[config.mk]
export PLATFORM = sky130hd
export DESIGN_NAME = set_assoc_cache_lru_flat
export DESIGN_NICKNAME = d
export VERILOG_FILES = /design/src/sv/sacl_pkg.sv /design/src/sv/sacl_req_if.sv /design/src/sv/sacl_rsp_if.sv /design/src/sv/set_assoc_cache_lru.sv /design/src/sv/sacl_ram.sv /design/src/sv/sacl_lookup.sv /design/src/flat_wrapper.sv
export SDC_FILE = /design/constraint.sdc
export NUM_CORES = 1
export LEC_CHECK = 0
export ABC_CLOCK_PERIOD_IN_PS = 8800
export BUFFER_PORTS_ARGS = -buffer_cell sky130_fd_sc_hd__clkbuf_2
export CAP_MARGIN = 25
export CORE_ASPECT_RATIO = 1.4
export CORE_UTILIZATION = 58
export CTS_BUF_LIST = sky130_fd_sc_hd__clkbuf_8
export DETAILED_ROUTE_END_ITERATION = 10
export PLACE_DENSITY = 0.79
export SYNTH_ARGS = -nofsm -noshare
export SYNTH_HDL_FRONTEND = slang
export SYNTH_SLANG_ARGS = --single-unit
[constraint.sdc]
create_clock -name clk -period 8.8 [get_ports clk]
set_input_delay 1.76 -clock clk [delete_from_list [all_inputs] [get_ports clk]]
set_output_delay 1.76 -clock clk [all_outputs]
set_load 0.05 [all_outputs]
[src/sv/sacl_pkg.sv]
// Shared constants, types and address helpers for the set-associative cache.
package sacl_pkg;

	// Geometry; NUM_SETS, NUM_WAYS and LINE_BYTES are powers of two.
	localparam int NUM_SETS   = 4;
	localparam int NUM_WAYS   = 2;
	localparam int LINE_BYTES = 32;

	localparam int ADDR_W = 32;
	localparam int WORD_W = 32;
	localparam int OFF_W  = $clog2(LINE_BYTES);
	localparam int SET_W  = $clog2(NUM_SETS);
	localparam int SET_IW = (SET_W > 0) ? SET_W : 1;
	localparam int TAG_W  = ADDR_W - OFF_W - SET_W;
	localparam int WAY_W  = (NUM_WAYS > 1) ? $clog2(NUM_WAYS) : 1;
	localparam int RANK_W = WAY_W;

	localparam logic [WORD_W-1:0] FILL_WORD = 32'hffff_ffff;

	localparam logic REQ_READ  = 1'b0;
	localparam logic REQ_WRITE = 1'b1;

	typedef logic [TAG_W-1:0]  tag_t;
	typedef logic [SET_IW-1:0] set_t;
	typedef logic [WAY_W-1:0]  way_t;
	typedef logic [RANK_W-1:0] rank_t;
	typedef logic [WORD_W-1:0] word_t;

	typedef rank_t [NUM_WAYS-1:0] rank_vec_t;
	typedef logic  [NUM_WAYS-1:0] valid_vec_t;

	// One memory row holds a whole set: every way's tag and word.
	typedef struct packed {
		tag_t  [NUM_WAYS-1:0] tags;
		word_t [NUM_WAYS-1:0] words;
	} row_t;

	localparam int ROW_W = $bits(row_t);

	// Result of the tag compare and replacement choice.
	typedef struct packed {
		logic      hit;
		way_t      way;
		rank_vec_t ranks;
	} look_t;

	function automatic set_t addr_set(input logic [ADDR_W-1:0] addr);
		return set_t'((addr >> OFF_W) & ADDR_W'(NUM_SETS - 1));
	endfunction

	function automatic tag_t line_tag(input logic [ADDR_W-1:0] addr);
		return tag_t'(addr >> (OFF_W + SET_W));
	endfunction

endpackage

[src/sv/sacl_req_if.sv]
// Request channel: access kind, address and write word.
interface sacl_req_if;
	logic        valid;
	logic        ready;
	logic        req_type;
	logic [31:0] address;
	logic [31:0] write_data;

	modport source (output valid, req_type, address, write_data, input ready);
	modport sink   (input valid, req_type, address, write_data, output ready);
endinterface

[src/sv/sacl_rsp_if.sv]
// Response channel: read word, hit flag, way and completion code.
interface sacl_rsp_if;
	logic        valid;
	logic        ready;
	logic [31:0] read_data;
	logic        hit;
	logic        way_used;
	logic        done_kind;

	modport source (output valid, read_data, hit, way_used, done_kind, input ready);
	modport sink   (input valid, read_data, hit, way_used, done_kind, output ready);
endinterface

[src/sv/set_assoc_cache_lru.sv]
// A transaction accepted in the idle state is looked up in the lookup state, and no
// new request is taken until the response is registered; the set row is read from
//   the tag/data RAM in the accept cycle and written back when the lookup finishes.
// The lookup cycle stalls while a previous response is still held unaccepted.
// Reset (arst_n low, asynchronous) clears the FSM, response valid, valid bits and
//   LRU ranks; the tag/data RAM is not cleared, and invalid lines never produce a hit.
module set_assoc_cache_lru (
	input logic      clk,
	input logic      arst_n,
	sacl_req_if.sink   req,
	sacl_rsp_if.source rsp
);
	import sacl_pkg::*;

	typedef enum logic {
		ST_IDLE,
		ST_LOOK
	} state_t;

	state_t state_q;

	// Request held for the lookup cycle.
	logic  req_type_s1;
	tag_t  tag_s1;
	set_t  set_s1;
	word_t wdata_s1;

	// Per-set valid bits and ranks live in flops so reset clears them at once.
	valid_vec_t valid_q [NUM_SETS];
	rank_vec_t  rank_q  [NUM_SETS];

	row_t  row_rd;
	row_t  row_wr;
	look_t look;
	logic  accept;
	logic  finish;
	word_t rdata_nx;

	// Response register.
	logic  rsp_valid_q;
	word_t rsp_data_q;
	logic  rsp_hit_q;
	logic  rsp_way_q;
	logic  rsp_kind_q;

	assign req.ready = (state_q == ST_IDLE);
	assign accept    = req.valid && req.ready;
	// Lookup completes once the response register is free or being drained.
	assign finish    = (state_q == ST_LOOK) && (!rsp_valid_q || rsp.ready);

	sacl_ram #(
		.WIDTH (ROW_W),
		.DEPTH (NUM_SETS)
	) u_ram (
		.clk   (clk),
		.we    (finish),
		.waddr (set_s1),
		.wdata (row_wr),
		.re    (accept),
		.raddr (addr_set(req.address)),
		.rdata (row_rd)
	);

	sacl_lookup u_lookup (
		.tag   (tag_s1),
		.row   (row_rd),
		.valid (valid_q[set_s1]),
		.ranks (rank_q[set_s1]),
		.res   (look)
	);

	// Modify the row: the chosen way takes the tag and its new word.
	// Read hit keeps the stored word, read miss fills, write stores its data.
	always_comb begin
		row_wr = row_rd;
		row_wr.tags[look.way] = tag_s1;
		if (req_type_s1 == REQ_WRITE) begin
			row_wr.words[look.way] = wdata_s1;
		end else if (!look.hit) begin
			row_wr.words[look.way] = FILL_WORD;
		end
		if (req_type_s1 == REQ_WRITE) begin
			rdata_nx = '0;
		end else if (look.hit) begin
			rdata_nx = row_rd.words[look.way];
		end else begin
			rdata_nx = FILL_WORD;
		end
	end

	always_ff @(posedge clk) begin
		if (accept) begin
			req_type_s1 <= req.req_type;
			tag_s1      <= line_tag(req.address);
			set_s1      <= addr_set(req.address);
			wdata_s1    <= req.write_data;
		end
	end

	always_ff @(posedge clk or negedge arst_n) begin
		if (!arst_n) begin
			state_q     <= ST_IDLE;
			rsp_valid_q <= 1'b0;
		end else begin
			unique case (state_q)
				ST_IDLE: begin
					if (accept) begin
						state_q <= ST_LOOK;
					end
				end
				ST_LOOK: begin
					if (finish) begin
						state_q <= ST_IDLE;
					end
				end
				default: state_q <= ST_IDLE;
			endcase
			if (finish) begin
				rsp_valid_q <= 1'b1;
			end else if (rsp.ready) begin
				rsp_valid_q <= 1'b0;
			end
		end
	end

	always_ff @(posedge clk or negedge arst_n) begin
		if (!arst_n) begin
			for (int s = 0; s < NUM_SETS; s++) begin
				valid_q[s] <= '0;
				rank_q[s]  <= '0;
			end
		end else if (finish) begin
			valid_q[set_s1][look.way] <= 1'b1;
			rank_q[set_s1]            <= look.ranks;
		end
	end

	always_ff @(posedge clk) begin
		if (finish) begin
			rsp_data_q <= rdata_nx;
			rsp_hit_q  <= look.hit;
			rsp_way_q  <= look.way[0];
			rsp_kind_q <= req_type_s1;
		end
	end

	assign rsp.valid     = rsp_valid_q;
	assign rsp.read_data = rsp_data_q;
	assign rsp.hit       = rsp_hit_q;
	assign rsp.way_used  = rsp_way_q;
	assign rsp.done_kind = rsp_kind_q;

	// An accepted transaction blocks the next one for the lookup cycle.
	a_one_in_flight: assert property (@(posedge clk) disable iff (!arst_n)
		accept |=> !req.ready)
		else $error("request accepted while lookup pending");

	// Every completed lookup produces a response in the next cycle.
	a_finish_rsp: assert property (@(posedge clk) disable iff (!arst_n)
		finish |=> rsp.valid)
		else $error("lookup finished without response");

	// Writes return zero; read misses return the fill word.
	a_write_zero: assert property (@(posedge clk) disable iff (!arst_n)
		rsp.valid && rsp.done_kind == REQ_WRITE |-> rsp.read_data == '0)
		else $error("write response carries data");

	a_miss_fill: assert property (@(posedge clk) disable iff (!arst_n)
		rsp.valid && !rsp.hit && rsp.done_kind == REQ_READ |-> rsp.read_data == FILL_WORD)
		else $error("read miss did not return fill word");

	// The accessed way always ends up valid and most recent.
	a_touch: assert property (@(posedge clk) disable iff (!arst_n)
		finish |=> valid_q[$past(set_s1)][$past(look.way)]
			&& rank_q[$past(set_s1)][$past(look.way)] == rank_t'(NUM_WAYS - 1))
		else $error("accessed way not marked valid and most recent");

endmodule

[src/sv/sacl_ram.sv]
// Generic single-port-write, registered-read RAM.
module sacl_ram #(
	parameter int WIDTH = 8,
	parameter int DEPTH = 4,
	localparam int AW = (DEPTH > 1) ? $clog2(DEPTH) : 1
) (
	input  logic             clk,
	input  logic             we,
	input  logic [AW-1:0]    waddr,
	input  logic [WIDTH-1:0] wdata,
	input  logic             re,
	input  logic [AW-1:0]    raddr,
	output logic [WIDTH-1:0] rdata
);

	logic [WIDTH-1:0] mem [DEPTH];

	always_ff @(posedge clk) begin
		if (we) begin
			mem[waddr] <= wdata;
		end
	end

	always_ff @(posedge clk) begin
		if (re) begin
			rdata <= mem[raddr];
		end
	end

endmodule

[src/sv/sacl_lookup.sv]
// Tag compare across ways, victim choice and LRU rank update for one set.
module sacl_lookup (
	input  sacl_pkg::tag_t       tag,
	input  sacl_pkg::row_t       row,
	input  sacl_pkg::valid_vec_t valid,
	input  sacl_pkg::rank_vec_t  ranks,
	output sacl_pkg::look_t      res
);
	import sacl_pkg::*;

	logic  hit;
	way_t  hit_way;
	logic  any_inv;
	way_t  inv_way;
	way_t  lru_way;
	way_t  way;
	rank_t old_rank;

	// Lowest matching valid way, lowest invalid way, and the rank-0 way.
	// Once every way is valid the ranks form a permutation, so rank 0 is unique.
	always_comb begin
		hit     = 1'b0;
		hit_way = '0;
		any_inv = 1'b0;
		inv_way = '0;
		lru_way = '0;
		for (int w = NUM_WAYS - 1; w >= 0; w--) begin
			if (valid[w] && row.tags[w] == tag) begin
				hit     = 1'b1;
				hit_way = way_t'(w);
			end
			if (!valid[w]) begin
				any_inv = 1'b1;
				inv_way = way_t'(w);
			end
			if (ranks[w] == '0) begin
				lru_way = way_t'(w);
			end
		end
	end

	always_comb begin
		if (hit) begin
			way = hit_way;
		end else if (any_inv) begin
			way = inv_way;
		end else begin
			way = lru_way;
		end
		old_rank = ranks[way];
	end

	always_comb begin
		res.hit = hit;
		res.way = way;
		for (int w = 0; w < NUM_WAYS; w++) begin
			if (way_t'(w) == way) begin
				res.ranks[w] = rank_t'(NUM_WAYS - 1);
			end else if (ranks[w] > old_rank) begin
				res.ranks[w] = ranks[w] - rank_t'(1);
			end else begin
				res.ranks[w] = ranks[w];
			end
		end
	end

endmodule

[src/flat_wrapper.sv]
// flat-port wrapper written by rule: the top's interface ports become plain ports
module set_assoc_cache_lru_flat import sacl_pkg::*;
  (clk, arst_n, req_valid, req_req_type, req_address, req_write_data, req_ready, rsp_valid, rsp_read_data, rsp_hit, rsp_way_used, rsp_done_kind, rsp_ready);
  sacl_req_if req_i ();
  sacl_rsp_if rsp_i ();
  input logic clk;
  input logic arst_n;
  input wire logic [$bits(req_i.valid)-1:0] req_valid;
  input wire logic [$bits(req_i.req_type)-1:0] req_req_type;
  input wire logic [$bits(req_i.address)-1:0] req_address;
  input wire logic [$bits(req_i.write_data)-1:0] req_write_data;
  output wire logic [$bits(req_i.ready)-1:0] req_ready;
  output wire logic [$bits(rsp_i.valid)-1:0] rsp_valid;
  output wire logic [$bits(rsp_i.read_data)-1:0] rsp_read_data;
  output wire logic [$bits(rsp_i.hit)-1:0] rsp_hit;
  output wire logic [$bits(rsp_i.way_used)-1:0] rsp_way_used;
  output wire logic [$bits(rsp_i.done_kind)-1:0] rsp_done_kind;
  input wire logic [$bits(rsp_i.ready)-1:0] rsp_ready;
  assign req_i.valid = req_valid;
  assign req_i.req_type = req_req_type;
  assign req_i.address = req_address;
  assign req_i.write_data = req_write_data;
  assign req_ready = req_i.ready;
  assign rsp_valid = rsp_i.valid;
  assign rsp_read_data = rsp_i.read_data;
  assign rsp_hit = rsp_i.hit;
  assign rsp_way_used = rsp_i.way_used;
  assign rsp_done_kind = rsp_i.done_kind;
  assign rsp_i.ready = rsp_ready;
  set_assoc_cache_lru u_core (.clk(clk), .arst_n(arst_n), .req(req_i), .rsp(rsp_i));
endmodule
==> results.txt, run 1 <==
Final nets -> 1378
Final Util -> 65.8%
drt wl/cell -> 25.5 microns
overall routed net length -> 49700 microns
All-Layer GR Usage -> 22.6%
max-cap viol count -> 0
Bufs on Longest Clock Path -> 3
EDFF count, synth -> 665
Die Y-Extent -> 252 microns
Slew Limit Fails -> 0
Critical Path AT -> 4.66 ns
Worst R2R Setup Slack -> 5.08 ns
first-pass GRT wire length -> 75800 microns
top-count cell post-synth -> edfxtp_1
area growth from synthesis to final layout -> 11.7%
GRT overflow -> 0
Reg power frac -> 53.4%
ys flop type -> edfxtp_1
# DRC -> 0
drt first pass iters -> 5
Tcrit/Tclk final -> 46.7%
I/O pins -> 106
complex-gate fraction of the synthesized area -> 4.17%
Hold Crit Class -> reg2reg
Relative slew margins -> 23.6%
worst vdd ir -> 197 uV
largest net degree at the start of global routing -> 176
Seq cells post-synth -> 683
Synth Instances -> 1151
simple-gate share of the synthesized area -> 1.44%
initial antenna violation count -> 1
# setup viols final -> 0
dpl hpwl -> 27200 microns
P_int -> 5940 uW
status -> completed
# H-tree levels -> 3
post-synthesis net count -> 1220
Initial Util -> 58.9%
vias in the first global route -> 13200
Core Area -> 0.0441 sq mm
postcts setup bufs -> 0
Hold Slack -> 0.458 ns
CTS tree -> built
asr flop ratio synth -> 2.64%
sw power -> 2200 uW
Sink Count -> 683
Fin Setup TNS -> 0 ns
largest family of logic cells by synthesized area -> multiplexers
register area share after synthesis -> 78.6%
Tot Pwr -> 8140 uW
final hold vios -> 0
min Tclk post-route -> 4.11 ns
WS Path Type -> in2reg
share of cells above drive strength 1 -> 29.1%
Worst Skew -> 0.0388 ns
Layout fillers -> 2749
Die ar. -> 0.0456 sq mm
sw frac -> 27.0%
crit-path max FO -> 56
Starting DRT DRC Count -> 1213
row cnt -> 91
Hold Buf Count CTS -> 0
DP Cell Count -> 1769
Die X -> 181 microns
Syn Area/Cell -> 22.6 sq um
synthesized area -> 0.0260 sq mm
Synth area leaders -> edfxtp_1 (77%), mux4_2 (10%), o22a_1 (2.3%)
area leader, netlist -> edfxtp_1
Power Density -> 281 mW/mm^2
Worst setup SP type -> input port
cts bufs inserted -> 95
Clk Latency, worst-skew pair -> 0.68 ns
Synth Area in Adders -> 0%
root buffer cell -> clkbuf_8
RD Place Congestion -> 0.810
Worst Setup End Kind -> register
cell leakage power -> 0.00949 uW
register area -> 0.0204 sq mm
top-area cell type share of the netlist area -> 76.9%
Syn. warnings -> 0
via count -> 12100
multiplexer share of the synthesized area -> 12.8%
Reg clk slew, reported paths -> 0.07 ns
Worst Path Required -> 9.35 ns
clock network power share -> 29.4%
Buffers on Ports -> 100
Non-Filler Instances -> 1949
vias per inst -> 6.23
worst-margin pin slew -> 1.15 ns
top cell types by occurrence after synthesis -> edfxtp_1 (665), mux4_2 (117), o22a_1 (68), o221a_1 (32), mux2_1 (30)
Multi-input gate area -> 0.00527 sq mm
cts repair resizes -> 0
library cells used by synthesis -> 42
RSZ-0062 raised after global routing -> no
XOR/XNOR Fraction of Synth Area -> 1.69%
Comb power frac -> 17.2%
remaining antenna violation count -> 0
Peak Freq -> 244 MHz
-- critical path, stage by stage --
cell and delay [ns]:
clkbuf_2 0.07, nand2b_1 0.13, nand2_1 0.17, clkinv_1 0.52, and3_4 0.51, buf_16 0.32, buf_4 0.75, nand2_1 0.16
o22a_1 0.22
-- power groups by stage --
stage	sequential (uW)	clock, uW	combinational (uW)
6_report	4350	2390	1400
4_1_cts	4350	2440	1400
2_1_floorplan	4460	0	969
3_5_place_dp	4420	0	1400
3_3_place_gp	4390	0	1330
5_1_grt	4380	2570	1480
-- final timing paths --
kind	depth (start not counted)	end	start
max	9	u_core.rank_q[0]$_DFFE_PN0P_	rsp_ready
min	1	u_core.valid_q[5]$_DFFE_PN0P_	u_core.valid_q[5]$_DFFE_PN0P_
max reg2reg	7	u_core.u_ram.mem[1][78]$_DFFE_PP_	u_core.tag_s1[8]$_DFFE_PP_
min reg2reg	1	u_core.valid_q[5]$_DFFE_PN0P_	u_core.valid_q[5]$_DFFE_PN0P_
max in group asynchronous	1	u_core.rank_q[5]$_DFFE_PN0P_	arst_n
min in group asynchronous	1	u_core.valid_q[4]$_DFFE_PN0P_	arst_n
-- layout by cell type, fill, tap and decap left out, types with 19 or more instances in the layout --
| cell | count |
|---|---|
| edfxtp_1 | 665 |
| mux4_2 | 117 |
| clkbuf_8 | 98 |
| clkbuf_2 | 98 |
| o22a_1 | 68 |
| o221a_1 | 32 |
| mux2_1 | 30 |
| xnor2_1 | 28 |
| inv_1 | 28 |
| clkinv_2 | 23 |
| xor2_1 | 22 |
| mux2_4 | 20 |
| clkinv_1 | 19 |
-- cell type report --
| type | instances | share of cell area, % |
|---|---|---|
| flip-flops and latches | 683 | 70.4 |
| clock buffers | 98 | 4.65 |
| clock inverters | 80 | 1.83 |
| well taps | 558 | 2.41 |
| multi-input cells | 406 | 18.2 |
| repair buffers | 118 | 2.45 |
| diodes | 1 | 0.00863 |
| inverters | 5 | 0.0820 |
-- per-stage QoR --
stage / worst slack, ns / area (sq um)
after floorplan: 0.303 / 26000
after global placement: 3.74 / 27000
after detailed placement: 3.73 / 27100
after CTS: 4.44 / 29000
after global routing: 4.52 / 29000
final: 4.69 / 29000
-- flip-flops by register name (all words and copies together) (netlist names) --
name	cells
u_core.u_ram.rdata	114
u_core.rsp.read_data	32
u_core.rsp.done_kind	1
u_core.u_ram.mem	456
u_core.state_q	1
u_core.rsp.hit	1
u_core.tag_s1	25
u_core.set_s1	2
u_core.req_type_s1	1
u_core.wdata_s1	32
u_core.valid_q	8
u_core.rsp.valid	1
u_core.rank_q	8
u_core.rsp.way_used	1
-- metal layers --
metal	share of wire [%]	GRT usage, %	wire, microns	vias to the layer above
met5	0	0	0	-
met2	53	40.4	26400	534
li1	-	-	-	5206
met1	37	27.1	18600	6302
met4	3.0	10.1	1510	0
met3	6.4	3.75	3180	106
-- logic make-up (layout without fill, tap and decap cells) --
kind of cell / count (synthesis) / in the layout
multiplexers: 172 / 172
AND/OR/NAND/NOR: 67 / 67
buffers and inverters: 62 / 301
flip-flops: 683 / 683
other: 0 / 1
AO/OA/AOI/OAI: 117 / 117
XOR/XNOR: 50 / 50
Note: power is estimated with default switching activity, not from simulation.
==> run 2, diff against run 1 <==
--- a/config.mk
+++ b/config.mk
@@ -5,7 +5,7 @@
 export SDC_FILE = /design/constraint.sdc
 export NUM_CORES = 1
 export LEC_CHECK = 0
-export ABC_CLOCK_PERIOD_IN_PS = 8800
+export ABC_CLOCK_PERIOD_IN_PS = 3400
 export BUFFER_PORTS_ARGS = -buffer_cell sky130_fd_sc_hd__clkbuf_2
 export CAP_MARGIN = 25
 export CORE_ASPECT_RATIO = 1.4
==> constraint.sdc (replaced) <==
create_clock -name clk -period 3.4 [get_ports clk]
set_input_delay 0.68 -clock clk [delete_from_list [all_inputs] [get_ports clk]]
set_output_delay 0.68 -clock clk [all_outputs]
set_load 0.05 [all_outputs]
==> run 2 against run 1 <==
- clock-buffer cell count up 9
- register-to-register slack got worse by 4.8 ns
- non-clock buffer count rose by 20
- first-iteration DRC count is 9.9% lower
- combinational power rose to 2.7 times the previous value
- final cell count up 1.3%
- utilization is 1.2 points higher
- largest cell class unchanged
- largest power group unchanged
==> results.txt, run 2 (same netlist as run 1, synthesis figures left out) <==
dpl hpwl -> 28700 microns (+5.6%)
Worst Skew -> 0.0283 ns (-0.0105 ns)
overall routed net length -> 51500 microns (+3.6%)
DP Cell Count -> 1789 (+1.1%)
Die ar. -> 0.0456 sq mm (unchanged)
most frequent cells in the layout -> edfxtp_1 (665), mux4_2 (117), clkbuf_8 (107)
final hold vios -> 0 (unchanged)
drt first pass iters -> 5 (unchanged)
All-Layer GR Usage -> 23.2% (+0.51 points)
Biggest register -> u_core.u_ram.mem
Starting DRT DRC Count -> 1093 (-9.9%)
Fin Setup TNS -> 0 ns (unchanged)
Critical Path AT -> 3.68 ns (-0.98 ns)
Peak Freq -> 316 MHz
Die X -> 181 microns (unchanged)
I/O pins -> 106 (unchanged)
top flop regs -> u_core.u_ram.mem x456, u_core.u_ram.rdata x114
largest net degree at the start of global routing -> 65 (-63%)
CP max-delay cell -> o211a_2
Final nets -> 1401 (+1.7%)
GRT overflow -> 0 (unchanged)
Worst setup SP type -> register
final worst slack -> 0.239 ns (-4.45 ns)
vias in the first global route -> 13100 (-0.21%)
# H-tree levels -> 3 (unchanged)
Sink Count -> 683 (unchanged)
Clk Latency, worst-skew pair -> 0.69 ns (about the same)
first-pass GRT wire length -> 77400 microns (+2.1%)
WP buf/inv -> 0 (-4)
max reg flops -> 456 (unchanged)
Bufs on Longest Clock Path -> 3 (unchanged)
initial antenna violation count -> 1 (unchanged)
max incr delay on CP -> 0.89 ns (+0.14 ns)
drt wl/cell -> 26.1 microns (+2.3%)
via count -> 12400 (+2.3%)
Hold Crit Class -> in2reg
postcts setup bufs -> 0 (unchanged)
Worst Setup End Kind -> register
vias per inst -> 6.30 (+1.0%)
worst path cell trace -> xor2_1 > or4_1 > nor3_2 > a31o_4 > o211a_2 > o22a_1
area growth from synthesis to final layout -> 13.7%
# setup viols final -> 0 (unchanged)
cts repair resizes -> 0 (unchanged)
remaining antenna violation count -> 0 (unchanged)
# DRC -> 0 (unchanged)
row cnt -> 91 (unchanged)
RD Place Congestion -> 0.800 (-1.2%)
Post-Place Cell Area -> 0.0275 sq mm (+1.4%)
share of cells above drive strength 1 -> 30.0% (+0.97 points)
Tot Pwr -> 21600 uW (+170%)
status -> completed
Buffers on Ports -> 100 (unchanged)
RR Startpoint -> u_core.tag_s1[15]$_DFFE_PP_
Worst Path Required -> 3.92 ns (-5.43 ns)
Power Density -> 733 mW/mm^2 (+160%)
Reg clk slew, reported paths -> 0.07 ns (about the same)
Relative slew margins -> 29.7% (+6.1 points)
Core Area -> 0.0441 sq mm (unchanged)
worst vdd ir -> 443 uV (+130%)
cell leakage power -> 0.00971 uW (+2.4%)
Die Y-Extent -> 252 microns (unchanged)
hold path startpoint -> req_write_data[6]
Reg-to-Reg End -> u_core.u_ram.mem[0][34]$_DFFE_PP_
RSZ-0062 raised after global routing -> no
Non-Filler Instances -> 1974 (+1.3%)
Hold Buf Count CTS -> 1 (+1)
pre-CTS setup slack -> 0.256 ns (-3.47 ns)
max-cap viol count -> 0 (unchanged)
Worst R2R Setup Slack -> 0.24 ns (-4.84 ns)
Slew Limit Fails -> 0 (unchanged)
crit-path max FO -> 32 (-43%)
Finished Cell Area -> 0.0295 sq mm (+1.8%)
WS Path Type -> reg2reg
cts bufs inserted -> 98 (+3.2%)
root buffer cell -> clkbuf_8
R2R cell count -> 6 (-1)
most common cell after layout, fill and taps aside -> edfxtp_1
min Tclk post-route -> 3.16 ns
CTS tree -> built
Top Family by Delay on Critical Path -> compound AO/OA/AOI/OAI gates
worst hold stages -> 1 (unchanged)
worst-margin pin slew -> 1.06 ns (-0.0912 ns)
hold endpoint -> u_core.wdata_s1[6]$_DFFE_PP_
Tcrit/Tclk final -> 93.0%
Initial Util -> 58.9% (unchanged)
## run 2: cell types whose count changed in the layout (fill, tap and decap cells not counted), moves of 2 or more
cell and delta:
buf_12 +20, clkbuf_8 +9, clkinv_2 -9, clkinv_1 +3, buf_16 -2, bufinv_16 +2
## run 2: metrics by stage
step / utilization, % / hold WS (ns)
global route: 67.0 / 0.144
global placement: 62.4 / 0.438
floorplan: - / 0.384
finish: 67.0 / 0.162
detailed placement: 62.4 / 0.443
CTS: 67.0 / 0.115
## run 2: layout make-up
class	count	area [sq um]
multi-input combinational	406	5280
tap	558	698
clock inverter	76	547
timing repair buffer	138	1070
sequential	683	20400
clock buffer	107	1470
fill	2714	14500
antenna	1	2.50
inverter	5	23.8
## run 2: per-layer routing
| metal | track usage, % | up-vias | routed length [microns] |
|---|---|---|---|
| met5 | 0 | - | 0 |
| met3 | 4.02 | 127 | 3510 |
| met4 | 11.7 | 0 | 1980 |
| met2 | 39.5 | 597 | 26600 |
| met1 | 28.7 | 6451 | 19500 |
| li1 | - | 5256 | - |
## run 2: worst max path at each step
| stage | from | endpoint | slack [ns] | depth (start not counted) |
|---|---|---|---|---|
| final | u_core.tag_s1[15]$_DFFE_PP_ | u_core.u_ram.mem[0][34]$_DFFE_PP_ | 0.24 | 6 |
| after CTS | u_core.tag_s1[15]$_DFFE_PP_ | u_core.u_ram.mem[3][32]$_DFFE_PP_ | 0.24 | 6 |
| after floorplan | rsp_ready | u_core.rank_q[6]$_DFFE_PN0P_ | -0.88 | 5 |
| after global placement | u_core.tag_s1[15]$_DFFE_PP_ | u_core.u_ram.mem[2][41]$_DFFE_PP_ | 0.33 | 6 |
| after global routing | u_core.tag_s1[15]$_DFFE_PP_ | u_core.u_ram.mem[3][42]$_DFFE_PP_ | 0.15 | 6 |
| after detailed placement | u_core.tag_s1[15]$_DFFE_PP_ | u_core.u_ram.mem[3][34]$_DFFE_PP_ | 0.26 | 6 |
## run 2: power breakdown
| group | leakage [uW] | switching (uW) | total [uW] | internal, uW |
|---|---|---|---|---|
| logic | 0.00232 | 2390 | 3770 | 1380 |
| registers | 0.00627 | 320 | 11300 | 10900 |
| clock network | 0.00112 | 3090 | 6610 | 3530 |
| total | 0.00971 | 5790 | 21600 | 15800 |
==> run 3, diff against run 2 <==
--- a/config.mk
+++ b/config.mk
@@ -13,6 +13,7 @@
 export CTS_BUF_LIST = sky130_fd_sc_hd__clkbuf_8
 export DETAILED_ROUTE_END_ITERATION = 10
 export PLACE_DENSITY = 0.79
+export RECOVER_POWER = 50
 export SYNTH_ARGS = -nofsm -noshare
 export SYNTH_HDL_FRONTEND = slang
 export SYNTH_SLANG_ARGS = --single-unit
==> run 3 against run 2 <==
- die area unchanged
- setup slack worse by 0.0083 ns
- largest cell class unchanged
- clock-buffer cell count unchanged
- total power down 0.11%
- clock skew down 0.00069 ns
- sequential power about the same
- utilization down 0.47 points
- non-clock buffer count unchanged
- the run now ends with max-capacitance violations, max-slew violations left
- fmax down 0.26%
- sequential cell count unchanged
- final cell count unchanged
- via count down 0.19%
==> results.txt, run 3 (same netlist as run 1, synthesis figures left out) <==
All-Layer GR Usage -> 23.2% (unchanged)
drt wl/cell -> 26.1 microns (about the same)
overall routed net length -> 51500 microns (about the same)
Slew Limit Fails -> 276 (+276)
dpl hpwl -> 28700 microns (unchanged)
drt first pass iters -> 5 (unchanged)
Biggest register -> u_core.u_ram.mem
cts bufs inserted -> 98 (unchanged)
Initial Util -> 58.9% (unchanged)
Power Density -> 737 mW/mm^2 (+0.59%)
Fin Setup TNS -> 0 ns (unchanged)
Clk Latency, worst-skew pair -> 0.69 ns (about the same)
remaining antenna violation count -> 0 (unchanged)
failing checks -> max-capacitance violations, max-slew violations
CTS tree -> built
worst-margin pin slew -> 2.23 ns (+1.17 ns)
Worst Path Required -> 3.92 ns (about the same)
Tcrit/Tclk final -> 93.2% (+0.25 points)
Worst Skew -> 0.0276 ns (-0.000695 ns)
Finished Cell Area -> 0.0293 sq mm (-0.70%)
Hold Crit Class -> in2reg
I/O pins -> 106 (unchanged)
row cnt -> 91 (unchanged)
Post-Place Cell Area -> 0.0275 sq mm (unchanged)
most frequent cells in the layout -> edfxtp_1 (665), mux4_2 (117), clkbuf_8 (107)
most common cell after layout, fill and taps aside -> edfxtp_1
Bufs on Longest Clock Path -> 3 (unchanged)
first-pass GRT wire length -> 77400 microns (unchanged)
# H-tree levels -> 3 (unchanged)
largest net degree at the start of global routing -> 65 (unchanged)
Die Y-Extent -> 252 microns (unchanged)
RSZ-0062 raised after global routing -> no
cell leakage power -> 0.00951 uW (-2.1%)
# setup viols final -> 0 (unchanged)
crit-path max FO -> 32 (unchanged)
Critical Path AT -> 3.69 ns (about the same)
max-cap viol count -> 7 (+7)
root buffer cell -> clkbuf_8
Non-Filler Instances -> 1974 (unchanged)
RD Place Congestion -> 0.800 (unchanged)
max reg flops -> 456 (unchanged)
vias in the first global route -> 13100 (unchanged)
Sink Count -> 683 (unchanged)
# DRC -> 0 (unchanged)
min Tclk post-route -> 3.17 ns (+0.00835 ns)
WS Path Type -> reg2reg
Starting DRT DRC Count -> 1168 (+6.9%)
Relative slew margins -> -48.8% (-79 points)
Peak Freq -> 316 MHz (-0.26%)
initial antenna violation count -> 1 (unchanged)
Hold Slack -> 0.169 ns (+0.00636 ns)
Core Area -> 0.0441 sq mm (unchanged)
Reg clk slew, reported paths -> 0.07 ns (about the same)
Worst setup SP type -> register
status -> finished with violations
Die X -> 181 microns (unchanged)
Final nets -> 1401 (unchanged)
vias per inst -> 6.29 (-0.19%)
top flop regs -> u_core.u_ram.mem x456, u_core.u_ram.rdata x114
area growth from synthesis to final layout -> 12.9%
Final Util -> 66.5% (-0.47 points)
Buffers on Ports -> 100 (unchanged)
final hold vios -> 0 (unchanged)
Worst Setup End Kind -> register
worst vdd ir -> 451 uV (+1.8%)
GRT overflow -> 0 (unchanged)
share of cells above drive strength 1 -> 25.9% (-4.1 points)
DP Cell Count -> 1789 (unchanged)
via count -> 12400 (-0.19%)
Die ar. -> 0.0456 sq mm (unchanged)
[run 3: report_power, final]
part | leakage [uW] | internal [uW] | switching [uW]
combinational | 0.00212 | 1350 | 2390
clock | 0.00112 | 3530 | 3080
sequential | 0.00627 | 10900 | 316
[run 3: worst max-delay path, stage by stage, from the launching register on]
cell,delay (ns)
edfxtp_1,0.46
xor2_1,0.23
or4_1,0.57
nor3_2,0.23
a31o_4,0.25
o211a_2,0.89
o22a_1,0.37
[run 3: final timing paths]
kind	from	endpoint	slack, ns	depth (start not counted)
worst max-delay path	u_core.tag_s1[15]$_DFFE_PP_	u_core.u_ram.mem[1][34]$_DFFE_PP_	0.23	6
worst min-delay path	req_write_data[6]	u_core.wdata_s1[6]$_DFFE_PP_	0.17	1
worst max register to register	u_core.tag_s1[15]$_DFFE_PP_	u_core.u_ram.mem[1][34]$_DFFE_PP_	0.23	6
worst min register to register	u_core.valid_q[6]$_DFFE_PN0P_	u_core.valid_q[6]$_DFFE_PN0P_	0.46	1
max in group asynchronous	arst_n	u_core.valid_q[6]$_DFFE_PN0P_	2.06	2
min in group asynchronous	arst_n	u_core.rsp.valid$_DFFE_PN0P_	0.70	2
[run 3: metrics by stage]
step | total power, uW | setup WS (ns)
final | 21600 | 0.231
after global placement | 15000 | 0.330
after floorplan | 14000 | -0.879
after global routing | 22300 | 0.141
after detailed placement | 15200 | 0.256
after CTS | 21700 | 0.243
[run 3: cell type report]
type                            instances  area (sq um)
Sequential cell                       683         20400
Fill cell                            2740         14800
Multi-Input combinational cell        406          5250
Clock buffer                          107          1470
Timing Repair Buffer                  138           900
Tap cell                              558           698
Clock inverter                         76           547
Inverter                                5          23.8
Antenna cell                            1          2.50
[run 3: layer usage]
metal	share of wire [%]	vias to the layer above	wire, microns	track usage (%)
met1	39	6477	19800	28.7
li1	-	5256	-	-
met2	52	555	26600	39.5
met4	3.6	0	1860	11.7
met3	6.3	119	3250	4.02
met5	0	-	0	0
[run 3: timing repair]
item	CTS	global route
buffers inserted	0	0
hold buffers	1	0
resized for setup	0	0
hold endpoints to repair	18	0
